File: src/hw/rtl/htlit_pkg.sv
// ----------------------------------------------------------------------------
// htlit_pkg
// Shared types and constants of the timer, LCD mode and interrupt tick unit.
// ----------------------------------------------------------------------------
package htlit_pkg;

	localparam int unsigned TICKS_PER_FRAME_DEF = 70224;

	// configuration register indexes
	localparam int unsigned CFG_IDX_W = 2;
	localparam int unsigned CFG_DATA_W = 8;
	localparam logic [CFG_IDX_W-1:0] CFG_IRQ_ENABLE  = 2'd0;
	localparam logic [CFG_IDX_W-1:0] CFG_TIMER_RUN   = 2'd1;
	localparam logic [CFG_IDX_W-1:0] CFG_TIMER_RATE  = 2'd2;
	localparam logic [CFG_IDX_W-1:0] CFG_TIMER_RELOAD = 2'd3;

	// timer rate select codes
	localparam logic [1:0] RATE_1024 = 2'd0;
	localparam logic [1:0] RATE_16   = 2'd1;
	localparam logic [1:0] RATE_64   = 2'd2;
	localparam logic [1:0] RATE_256  = 2'd3;

	// interrupt sources
	localparam int unsigned IRQ_N = 5;
	localparam int unsigned IRQ_VBLANK = 0;
	localparam int unsigned IRQ_STAT   = 1;
	localparam int unsigned IRQ_TIMER  = 2;
	localparam logic [6:0] IRQ_VEC_BASE = 7'h40;

	// LCD sequencer
	localparam logic [8:0] DOTS_OAM    = 9'd80;
	localparam logic [8:0] DOTS_XFER   = 9'd172;
	localparam logic [8:0] DOTS_HBLANK = 9'd204;
	localparam logic [8:0] DOTS_LINE   = 9'd456;
	localparam logic [7:0] LAST_VISIBLE_LINE = 8'd143;
	localparam logic [7:0] LAST_LINE = 8'd153;

	typedef enum logic [1:0] {
		MODE_HBLANK = 2'd0,
		MODE_VBLANK = 2'd1,
		MODE_OAM    = 2'd2,
		MODE_XFER   = 2'd3
	} lcd_mode_t;

	typedef struct packed {
		logic stat;
		logic vblank;
		logic render;
	} lcd_evt_t;

endpackage

File: src/hw/rtl/htlit_lcd_seq.sv
// ----------------------------------------------------------------------------
// htlit_lcd_seq
// LCD mode sequencer: dot wait counter, mode register and scanline counter.
// ----------------------------------------------------------------------------
module htlit_lcd_seq (
	input  logic                  clk,
	input  logic                  arst_n,
	input  logic                  advance,
	output htlit_pkg::lcd_mode_t  mode_nxt,
	output logic [7:0]            line_nxt,
	output htlit_pkg::lcd_evt_t   evt
);
	import htlit_pkg::*;

	lcd_mode_t  mode_q;
	logic [7:0] line_q;
	logic [8:0] wait_q;
	logic [8:0] wait_nxt;
	logic [7:0] line_inc;

	assign line_inc = line_q + 8'd1;

	always_comb begin
		mode_nxt = mode_q;
		line_nxt = line_q;
		wait_nxt = wait_q;
		evt      = '0;
		if (wait_q != 9'd0) begin
			wait_nxt = wait_q - 9'd1;
		end else begin
			unique case (mode_q)
				MODE_OAM: begin
					evt.stat = 1'b1;
					wait_nxt = DOTS_OAM;
					mode_nxt = MODE_XFER;
				end
				MODE_XFER: begin
					evt.stat = 1'b1;
					wait_nxt = DOTS_XFER;
					mode_nxt = MODE_HBLANK;
				end
				MODE_HBLANK: begin
					evt.stat   = 1'b1;
					evt.render = 1'b1;
					wait_nxt   = DOTS_HBLANK;
					if (line_q == LAST_VISIBLE_LINE) begin
						evt.vblank = 1'b1;
						mode_nxt   = MODE_VBLANK;
					end else begin
						line_nxt = line_inc;
						mode_nxt = MODE_OAM;
					end
				end
				default: begin
					wait_nxt = DOTS_LINE;
					line_nxt = line_inc;
					if (line_inc > LAST_LINE) begin
						line_nxt = 8'd0;
						mode_nxt = MODE_OAM;
					end
				end
			endcase
		end
	end

	always_ff @(posedge clk or negedge arst_n) begin
		if (!arst_n) begin
			mode_q <= MODE_HBLANK;
			line_q <= 8'd0;
			wait_q <= 9'd0;
		end else if (advance) begin
			mode_q <= mode_nxt;
			line_q <= line_nxt;
			wait_q <= wait_nxt;
		end
	end

endmodule

File: src/hw/rtl/handheld_timer_lcd_irq_tick_top.sv
// ----------------------------------------------------------------------------
// handheld_timer_lcd_irq_tick_top
// Divider, timer counter, LCD mode sequencer and interrupt dispatcher,
// advanced by one machine tick per input word.
// ----------------------------------------------------------------------------
// Result: each accepted tick word's result word is registered and shown in the next cycle.
// Throughput: one tick word per cycle; the single output register is the
//   only stage, and it takes a new word whenever it is empty or being drained.
// Reset: arst_n clears all counters, flags, the mode (hblank), the
//   configuration registers and the output valid; no clearing pass.
// ----------------------------------------------------------------------------
module handheld_timer_lcd_irq_tick_top #(
	parameter int unsigned TICKS_PER_FRAME = htlit_pkg::TICKS_PER_FRAME_DEF
) (
	input  logic                               clk,
	input  logic                               arst_n,
	// tick words in
	input  logic                               in_valid,
	output logic                               in_ready,
	input  logic                               master_enable,
	input  logic [4:0]                         external_requests,
	// result words out
	output logic                               out_valid,
	input  logic                               out_ready,
	output logic                               irq_taken,
	output logic [6:0]                         irq_vector,
	output logic                               clear_master_enable,
	output logic                               wake_from_halt,
	output logic [4:0]                         pending_flags,
	output logic [1:0]                         lcd_mode,
	output logic [7:0]                         line_number,
	output logic                               render_line,
	output logic [7:0]                         divider_value,
	output logic [7:0]                         timer_value,
	// configuration writes
	input  logic                               cfg_we,
	input  logic [htlit_pkg::CFG_IDX_W-1:0]    cfg_index,
	input  logic [htlit_pkg::CFG_DATA_W-1:0]   cfg_data
);
	import htlit_pkg::*;

	localparam int unsigned FT_W = $clog2(TICKS_PER_FRAME);

	// configuration registers
	logic [IRQ_N-1:0] irq_mask_q;
	logic             timer_run_q;
	logic [1:0]       timer_rate_q;
	logic [7:0]       timer_reload_q;

	// tick state
	logic [FT_W-1:0]  frame_tick_q;
	logic [7:0]       prescale_q;
	logic [7:0]       divider_q;
	logic [7:0]       timer_q;
	logic [IRQ_N-1:0] pending_q;

	// per-tick logic
	logic             accept;
	logic [FT_W:0]    frame_inc;
	logic [FT_W-1:0]  frame_nxt;
	logic [7:0]       divider_nxt;
	logic             timer_phase;
	logic             timer_step;
	logic             timer_ovf;
	logic [7:0]       timer_nxt;
	logic [IRQ_N-1:0] pending_merged;
	logic [IRQ_N-1:0] irq_ready;
	logic [IRQ_N-1:0] irq_clear;
	logic [2:0]       irq_src;
	logic             dispatch;
	logic [6:0]       vector_nxt;
	logic [IRQ_N-1:0] pending_nxt;
	lcd_mode_t        mode_nxt;
	logic [7:0]       line_nxt;
	lcd_evt_t         lcd_evt;

	// output register
	logic             out_valid_q;

	assign in_ready  = !out_valid_q || out_ready;
	assign accept    = in_valid && in_ready;
	assign out_valid = out_valid_q;

	// configuration decode
	always_ff @(posedge clk or negedge arst_n) begin
		if (!arst_n) begin
			irq_mask_q     <= '0;
			timer_run_q    <= 1'b0;
			timer_rate_q   <= RATE_1024;
			timer_reload_q <= 8'd0;
		end else if (cfg_we) begin
			unique case (cfg_index)
				CFG_IRQ_ENABLE:   irq_mask_q     <= cfg_data[IRQ_N-1:0];
				CFG_TIMER_RUN:    timer_run_q    <= cfg_data[0];
				CFG_TIMER_RATE:   timer_rate_q   <= cfg_data[1:0];
				CFG_TIMER_RELOAD: timer_reload_q <= cfg_data[7:0];
				default: ;
			endcase
		end
	end

	// frame tick wraps at the frame length
	assign frame_inc = {1'b0, frame_tick_q} + {{FT_W{1'b0}}, 1'b1};
	assign frame_nxt = (frame_inc >= (FT_W+1)'(TICKS_PER_FRAME)) ? '0 : frame_inc[FT_W-1:0];

	// divider advances once every 256 ticks
	assign divider_nxt = (prescale_q == 8'hFF) ? divider_q + 8'd1 : divider_q;

	// timer steps where the frame tick is a multiple of the period
	always_comb begin
		case (timer_rate_q)
			RATE_16:  timer_phase = (frame_tick_q[3:0] == '0);
			RATE_64:  timer_phase = (frame_tick_q[5:0] == '0);
			RATE_256: timer_phase = (frame_tick_q[7:0] == '0);
			default:  timer_phase = (frame_tick_q[9:0] == '0);
		endcase
	end

	assign timer_step = timer_run_q && timer_phase;
	assign timer_ovf  = timer_step && (timer_q == 8'hFF);
	assign timer_nxt  = !timer_step ? timer_q :
	                    timer_ovf   ? timer_reload_q : timer_q + 8'd1;

	// merge timer overflow and outside requests before dispatch
	always_comb begin
		pending_merged = pending_q | external_requests;
		pending_merged[IRQ_TIMER] = pending_merged[IRQ_TIMER] | timer_ovf;
	end

	assign irq_ready = pending_merged & irq_mask_q;

	// lowest enabled pending source wins
	always_comb begin
		irq_src = 3'd0;
		for (int i = IRQ_N - 1; i >= 0; i--) begin
			if (irq_ready[i]) begin
				irq_src = 3'(i);
			end
		end
	end

	assign dispatch   = master_enable && (irq_ready != '0);
	assign irq_clear  = dispatch ? (IRQ_N)'(1) << irq_src : '0;
	assign vector_nxt = dispatch ? IRQ_VEC_BASE + {1'b0, irq_src, 3'b000} : 7'd0;

	// sequencer flags land after the dispatch decision
	always_comb begin
		pending_nxt = pending_merged & ~irq_clear;
		pending_nxt[IRQ_STAT]   = pending_nxt[IRQ_STAT] | lcd_evt.stat;
		pending_nxt[IRQ_VBLANK] = pending_nxt[IRQ_VBLANK] | lcd_evt.vblank;
	end

	htlit_lcd_seq u_lcd_seq (
		.clk      (clk),
		.arst_n   (arst_n),
		.advance  (accept),
		.mode_nxt (mode_nxt),
		.line_nxt (line_nxt),
		.evt      (lcd_evt)
	);

	// tick state advances on each accepted word
	always_ff @(posedge clk or negedge arst_n) begin
		if (!arst_n) begin
			frame_tick_q <= '0;
			prescale_q   <= 8'd0;
			divider_q    <= 8'd0;
			timer_q      <= 8'd0;
			pending_q    <= '0;
		end else if (accept) begin
			frame_tick_q <= frame_nxt;
			prescale_q   <= prescale_q + 8'd1;
			divider_q    <= divider_nxt;
			timer_q      <= timer_nxt;
			pending_q    <= pending_nxt;
		end
	end

	// result word: hold while stalled, drop valid once taken
	always_ff @(posedge clk or negedge arst_n) begin
		if (!arst_n) begin
			out_valid_q <= 1'b0;
		end else if (in_ready) begin
			out_valid_q <= accept;
		end
	end

	always_ff @(posedge clk) begin
		if (accept) begin
			irq_taken           <= dispatch;
			irq_vector          <= vector_nxt;
			clear_master_enable <= dispatch;
			wake_from_halt      <= (irq_ready != '0);
			pending_flags       <= pending_nxt;
			lcd_mode            <= mode_nxt;
			line_number         <= line_nxt;
			render_line         <= lcd_evt.render;
			divider_value       <= divider_nxt;
			timer_value         <= timer_nxt;
		end
	end

endmodule

File: config.mk
export PLATFORM = sky130hd
export DESIGN_NAME = handheld_timer_lcd_irq_tick_top
export DESIGN_NICKNAME = d
export VERILOG_FILES = /design/src/hw/rtl/htlit_pkg.sv /design/src/hw/rtl/htlit_lcd_seq.sv /design/src/hw/rtl/handheld_timer_lcd_irq_tick_top.sv
export SDC_FILE = /design/constraint.sdc
export NUM_CORES = 1
export LEC_CHECK = 0
export ABC_AREA = 1
export BUFFER_PORTS_ARGS = -buffer_cell sky130_fd_sc_hd__buf_2
export CAP_MARGIN = 0
export CORE_UTILIZATION = 58
export DETAILED_ROUTE_END_ITERATION = 7
export PLACE_DENSITY_LB_ADDON = 0.1
export SYNTH_ARGS = -nofsm -noshare
export SYNTH_HDL_FRONTEND = slang
export SYNTH_SLANG_ARGS = --single-unit
File: constraint.sdc
create_clock -name clk -period 5.1 [get_ports clk]
set_input_delay 0.255 -clock clk [delete_from_list [all_inputs] [get_ports clk]]
set_output_delay 0.255 -clock clk [all_outputs]
set_load 0.02 [all_outputs]
==> flow_summary.ini, run 1 <==
[grt]
antenna_found_initial = 0
track_usage_pct = 25.1
use_met3_pct = 6.14
grt_pass1_wl_mm = 22.3
grtUsageMet2_pct = 43.0
grt_pass1_vias = 5013
grt.overflow.total = 0
use_met1_pct = 31.3
grt_max_degree = 83
grt.busiest_layer = met2

[setup_path]
worstPathArrival_ps = 2890
r2r-start = frame_tick_q[0]
critPathLaunch = frame_tick_q[0]
critical_path_required_ps = 5490
critical_path_class = flip-flop to flip-flop
worst_setup_path_start_kind = flip-flop
crit_path_end_kind = flip-flop
path_max_fanout = 11

[cells_and_area]
final_common_cell = nand2_1
areaGrowthSynthToFinish_pct = 16.3
antennaDiodeCount = 0
n_fill_cell = 800
final_cell_mix = 244 x nand2_1, 82 x dfrtp_1, 74 x inv_1
final_core_util_pct = 70.7
nNetsFinal = 859
layout-drive-gt1-share_pct = 16.6

[sta]
slew_viol_final = 0
setup_viol = 0
tightest_slew_ps = 1050
fmax_mhz = 400
finalClockSkew_ps = 8.37
rsz0062_at_grt = false
finalHoldViolCount = 0
max_slew_margin_pct = 30.0
tns_ps = 0
fin_crit_sh_pct = 49.1
fin_crit_ps = 2500

[placed_design]
gp_congestion = 0.926
port_buffers = 61
dpl.hpwl_mm = 8.90

[logic_synthesis]
synth_compound_area_share_pct = 7.89
synthTopCellsByArea = dfrtp_1 32%, edfxtp_1 18%, nand2_1 14%, inv_1 4.4%, nand3_1 3.9%
synth_top_flop_cell = dfrtp_1
avgSynthCellArea_sq_um = 8.42
synthArstFlopShare_pct = 68.3
yosys.area_share.adder_pct = 2.75
yosysWarnings = 0
netlist-cell-type-count = 45
synth_top_area_share_pct = 32.3
syn-cell-area_sq_um = 6360
synth_top_family_by_area = simple AND/OR/NAND/NOR gates
synth_edf_count = 38
synth-seq-cells = 120
synth_xor_area_share_pct = 3.44
ys_seq_area_share_pct = 50.2
synthMuxAreaShare_pct = 0.354
post-synth-top-area-cell = dfrtp_1
synthSimpleGateAreaFrac_pct = 28.9
syn-instance-count = 755

[floorplanning]
core_area_sq_um = 10500
dieWidth_microns = 107
die_h_microns = 107
die_area_sq_um = 11400
pin_count = 65
start_util_pct = 60.8
placementRows = 37

[detailed_routing]
drc_errors = 0
dr_total_vias = 5200
first_pass_iters = 5
drtAntennaViolNets = 0
wl_mm = 13.3
viasPerCell = 5.34
drt_iter0_drc = 359
wl_per_cell_microns = 13.7

[status]
run_status = completed

[clock_network]
cts_sinks = 120
insertion_delay_ps = 530
clock-root-buffer = clkbuf_8
htreeDepth = 4
cts_tree = built
cts_resized = 0
clk_pin_slew_ps = 60
clock_path_buffers = 2
numCtsBuffers = 17

[power_and_ir_drop]
powerDensity_nw_per_um2 = 449
ir_worst_vdd_uv = 286
p_total_uw = 3320
power_leakage_uw = 0.00354

[hold_path]
hp-class = input port to flip-flop
hold_start = cfg_data[2]

[flow_run]
drv_cap = 0
[state kept, by name, summed over array words and instances, names as in the netlist, 5 cells and up]
name,cells
frame_tick_q,17
u_lcd_seq.wait_q,9
divider_q,8
pending_flags,5
timer_reload_q,8
irq_mask_q,5
pending_q,5
divider_value,8
timer_value,8
timer_q,8
line_number,8
prescale_q,8
u_lcd_seq.line_q,8
[synthesized netlist by cell type (2+ instances only)]
master    number
xnor2_1        6
a22oi_1        4
nor2_4        17
nand2_1      244
a21oi_1       12
dfrtp_1       82
nand4_1        8
buf_4          5
o22ai_1        3
nand3_1       50
o21bai_1       5
clkbuf_1       9
nand3b_1       2
nor2_2         5
xor2_1        19
mux2_2         2
inv_1         75
buf_1          3
nand2_2       11
or2_2          5
o211ai_1       2
ha_1          14
o21ai_0       50
nor3_1         8
a31oi_1        3
nor2_1        52
edfxtp_1      38
o21ai_1        4
[repair_timing]
action	in CTS	in global routing
hold buffers	4	0
endpoints found under the hold margin	85	0
setup endpoints to repair	0	0
buffers inserted	0	0
[layer usage]
| metal | share of wire (%) | wire length, microns |
|---|---|---|
| met1 | 45 | 5930 |
| met2 | 49 | 6540 |
| met3 | 4.9 | 654 |
| met4 | 1.3 | 171 |
| met5 | 0 | 0 |
[where the power goes]
group,switching (uW),internal [uW],total [uW]
logic,447,270,717
clock network,425,802,1230
registers,172,1200,1370
total,1040,2270,3320
[critical path, stage by stage, from the launching register on]
cell and delay [ps]:
dfrtp_1 420, ha_1 230, nand2_2 90, nor2_4 140
nand2_4 90, nor2_2 100, nand2_1 70, nand2_1 110
nand2_1 90, nor2_1 130, nand2_2 80, nor2_4 100
nor2_4 70, nor2_4 530, nor2_1 80
[stage by stage]
stage / cell area, sq um / setup WS, ps / hold slack (ps) / std cells
floorplan: 6370 / 2150 / -40.6 / 757
global placement: 6750 / 2740 / 454 / 937
detailed placement: 6750 / 2630 / 458 / 937
CTS: 7400 / 2600 / 7.67 / 973
global route: 7400 / 2330 / 37.7 / 973
finish: 7400 / 2600 / 14.5 / 973
[layout make-up]
type	instances	area, sq um	share of cell area, %
repair buffers	68	370	5.01
flip-flops and latches	120	3190	43.2
clock inverters	13	176	2.39
well taps	136	170	2.30
clock buffers	19	432	5.84
inverters	76	287	3.87
multi-input cells	541	2770	37.4
[worst paths after layout]
check / depth (start not counted) / slack, ps / end
max: 14 / 2600 / frame_tick_q[1]
max reg2reg: 14 / 2600 / frame_tick_q[1]
min reg2reg: 2 / 470 / pending_q[1]
min: 3 / 10 / timer_reload_q[2]
min in group asynchronous: 2 / 430 / u_lcd_seq.line_q[2]
max in group asynchronous: 2 / 3970 / frame_tick_q[0]
[cell families after synthesis]
group / count (synthesis)
other: 1
AO/OA/AOI/OAI: 89
XOR/XNOR: 25
adder cells (fa/ha/maj): 14
flip-flops: 120
AND/OR/NAND/NOR: 408
buffers and inverters: 96
multiplexers: 2
No activity file was read; power rests on OpenSTA's default activity.
==> run 2, diff against run 1 <==
CORE_UTILIZATION = 54   (was 58)
clock period = 2.1 ns   (was 5.1 ns; I/O delays follow)
==> run 2 against run 1 <==
  * Power rose by 150%
  * Largest cell class unchanged
  * Clock-buffer cell count rose by 1
  * Clock power rose by 140%
  * Combinational power rose to 2.8 times the previous value
  * Register-to-register slack got worse by 2600 ps
  * Maximum frequency rose by 19%
  * Critical path type unchanged
  * Global-route usage fell by 1.6 points
  * Worst setup slack got worse by 2600 ps
  * Via count rose by 0.75%
  * Routed wire length rose by 5.0%
  * Clock skew fell by 0.85 ps
  * Final area rose by 6.0%
==> flow_summary.ini, run 2 (synthesis gave the netlist of run 1 again) <==
[status]
run_status = completed

[setup_path]
r2r-start = frame_tick_q[8]
path_max_fanout = 6
critical_path_class = flip-flop to flip-flop
worstPathArrival_ps = 2380
critical_path_required_ps = 2390
crit_path_end_kind = flip-flop
worst_setup_path_start_kind = flip-flop
reg2regPathDepth = 12
r2r_end = frame_tick_q[1]
r2r_slack_ps = 2

[cells_and_area]
areaGrowthSynthToFinish_pct = 23.2
final_cell_mix = 239 x nand2_1, 78 x dfrtp_1, 73 x inv_1
design_area_sq_um = 7840
largest-register = frame_tick_q
antennaDiodeCount = 0
final_common_cell = nand2_1
nNetsFinal = 887
layout-drive-gt1-share_pct = 22.5
largest_reg_flops = 17
finalNonFillerCells = 1008
final_core_util_pct = 68.3
reg.largest.list = frame_tick_q: 17 flops, u_lcd_seq.wait_q: 9 flops

[detailed_routing]
drc_errors = 0
wl_mm = 14.0
viasPerCell = 5.20
wl_per_cell_microns = 13.8
first_pass_iters = 4
drtAntennaViolNets = 0
dr_total_vias = 5239
drt_iter0_drc = 408

[clock_network]
cts_tree = built
clock_path_buffers = 2
cts_sinks = 120
clock-root-buffer = clkbuf_16
numCtsBuffers = 17
insertion_delay_ps = 410
clk_pin_slew_ps = 50
htreeDepth = 4

[sta]
rsz0062_at_grt = true
setup_viol = 0
fmax_mhz = 477
slew_viol_final = 0
fin_crit_ps = 2100
finalClockSkew_ps = 7.51
finalHoldViolCount = 0
fin_ws_ps = 2.16
fin_crit_sh_pct = 99.9

[placed_design]
place_area_sq_um = 6950
port_buffers = 61
placed_cells = 965
place_ws_ps = -6.52
dpl.hpwl_mm = 9.32
gp_congestion = 0.912

[grt]
grt.overflow.total = 0
track_usage_pct = 23.5
antenna_found_initial = 0
grt_max_degree = 83
grt_pass1_wl_mm = 23.0
grt_pass1_vias = 4975

[floorplanning]
die_h_microns = 111
start_util_pct = 55.5
die_area_sq_um = 12200
dieWidth_microns = 111
core_area_sq_um = 11500
placementRows = 39
pin_count = 65

[power_and_ir_drop]
p_int_uw = 5580
swShare_pct = 32.5
p_clk_share_pct = 35.5
power.net_switching_uw = 2680
pwr-share-comb_pct = 24.0
power_leakage_uw = 0.00371
powerDensity_nw_per_um2 = 1050
seqPwrFrac_pct = 40.5
ir_worst_vdd_uv = 1100

[hold_path]
hold_path_depth = 3
hp-class = input port to flip-flop
hold_path_end = irq_mask_q[4]
hold_start = cfg_data[4]

[flow_run]
drv_cap = 0
-- run 2: cell count changes in the layout (fill, tap and decap cells not counted), moves of 5 or more --
cell / change
nand2_4: +5
buf_4: +22
nand2_1: -5
nor2_1: -8
nor2_4: +7
-- run 2: power by group through the flow --
stage          clock network (uW)  registers [uW]  logic (uW)
2_1_floorplan                   0            3360        1270
4_1_cts                      2970            3310        1840
3_5_place_dp                    0            3340        1810
3_3_place_gp                    0            3330        1750
5_1_grt                      3060            3410        2220
6_report                     2930            3340        1980
-- run 2: final cells by class --
class	count	area (sq um)
clock inverters	12	151
repair buffers	96	641
clock buffers	20	447
flip-flops and latches	120	3200
well taps	143	179
multi-input cells	541	2930
inverters	76	287
fillers	892	3630
-- run 2: per-stage QoR --
step	TNS (ps)	hold slack, ps	total power [uW]
6_report	0	6.84	8260
5_1_grt	-1950	13.6	8690
4_1_cts	0	7.73	8120
3_5_place_dp	-6.52	172	5140
3_3_place_gp	0	170	5080
2_1_floorplan	0	-191	4630
-- run 2: worst max-delay path: stages, from the launching register on --
cell and delay (ps):
dfrtp_1 440, nand2_2 140, nor2_1 230, nand2_1 140
o21ai_2 190, nand3_2 110, nor2_4 120, nand2_2 70
nor2_4 100, nor2_4 50, nor2_4 170, buf_12 170
nor2_1 60
-- run 2: how the worst max path moves through the flow --
stage                    startpoint                  end  slack (ps)
finish              frame_tick_q[8]      frame_tick_q[1]           2
global route        frame_tick_q[6]      frame_tick_q[1]        -140
CTS                 frame_tick_q[1]      frame_tick_q[1]          10
detailed placement  frame_tick_q[1]     pending_flags[2]          -7
global placement    frame_tick_q[1]     pending_flags[2]          50
floorplan                 out_valid  clear_master_enable         140
-- run 2: routing by layer --
layer	global-route usage [%]	vias to the layer above	part of all wire, %
met2	38.3	124	48
met3	4.94	20	4.2
li1	-	2630	-
met1	31.2	2465	46
met5	0	-	0
met4	8.09	0	1.4
-- run 2: repair_timing --
item | CTS | global route
buffers inserted | 0 | 4
pin swaps | 0 | 11
cloned | 0 | 1
hold buffers | 6 | 0
resized for setup | 3 | 42
endpoints found under the hold margin | 88 | 0
setup endpoints to repair | 2 | 68
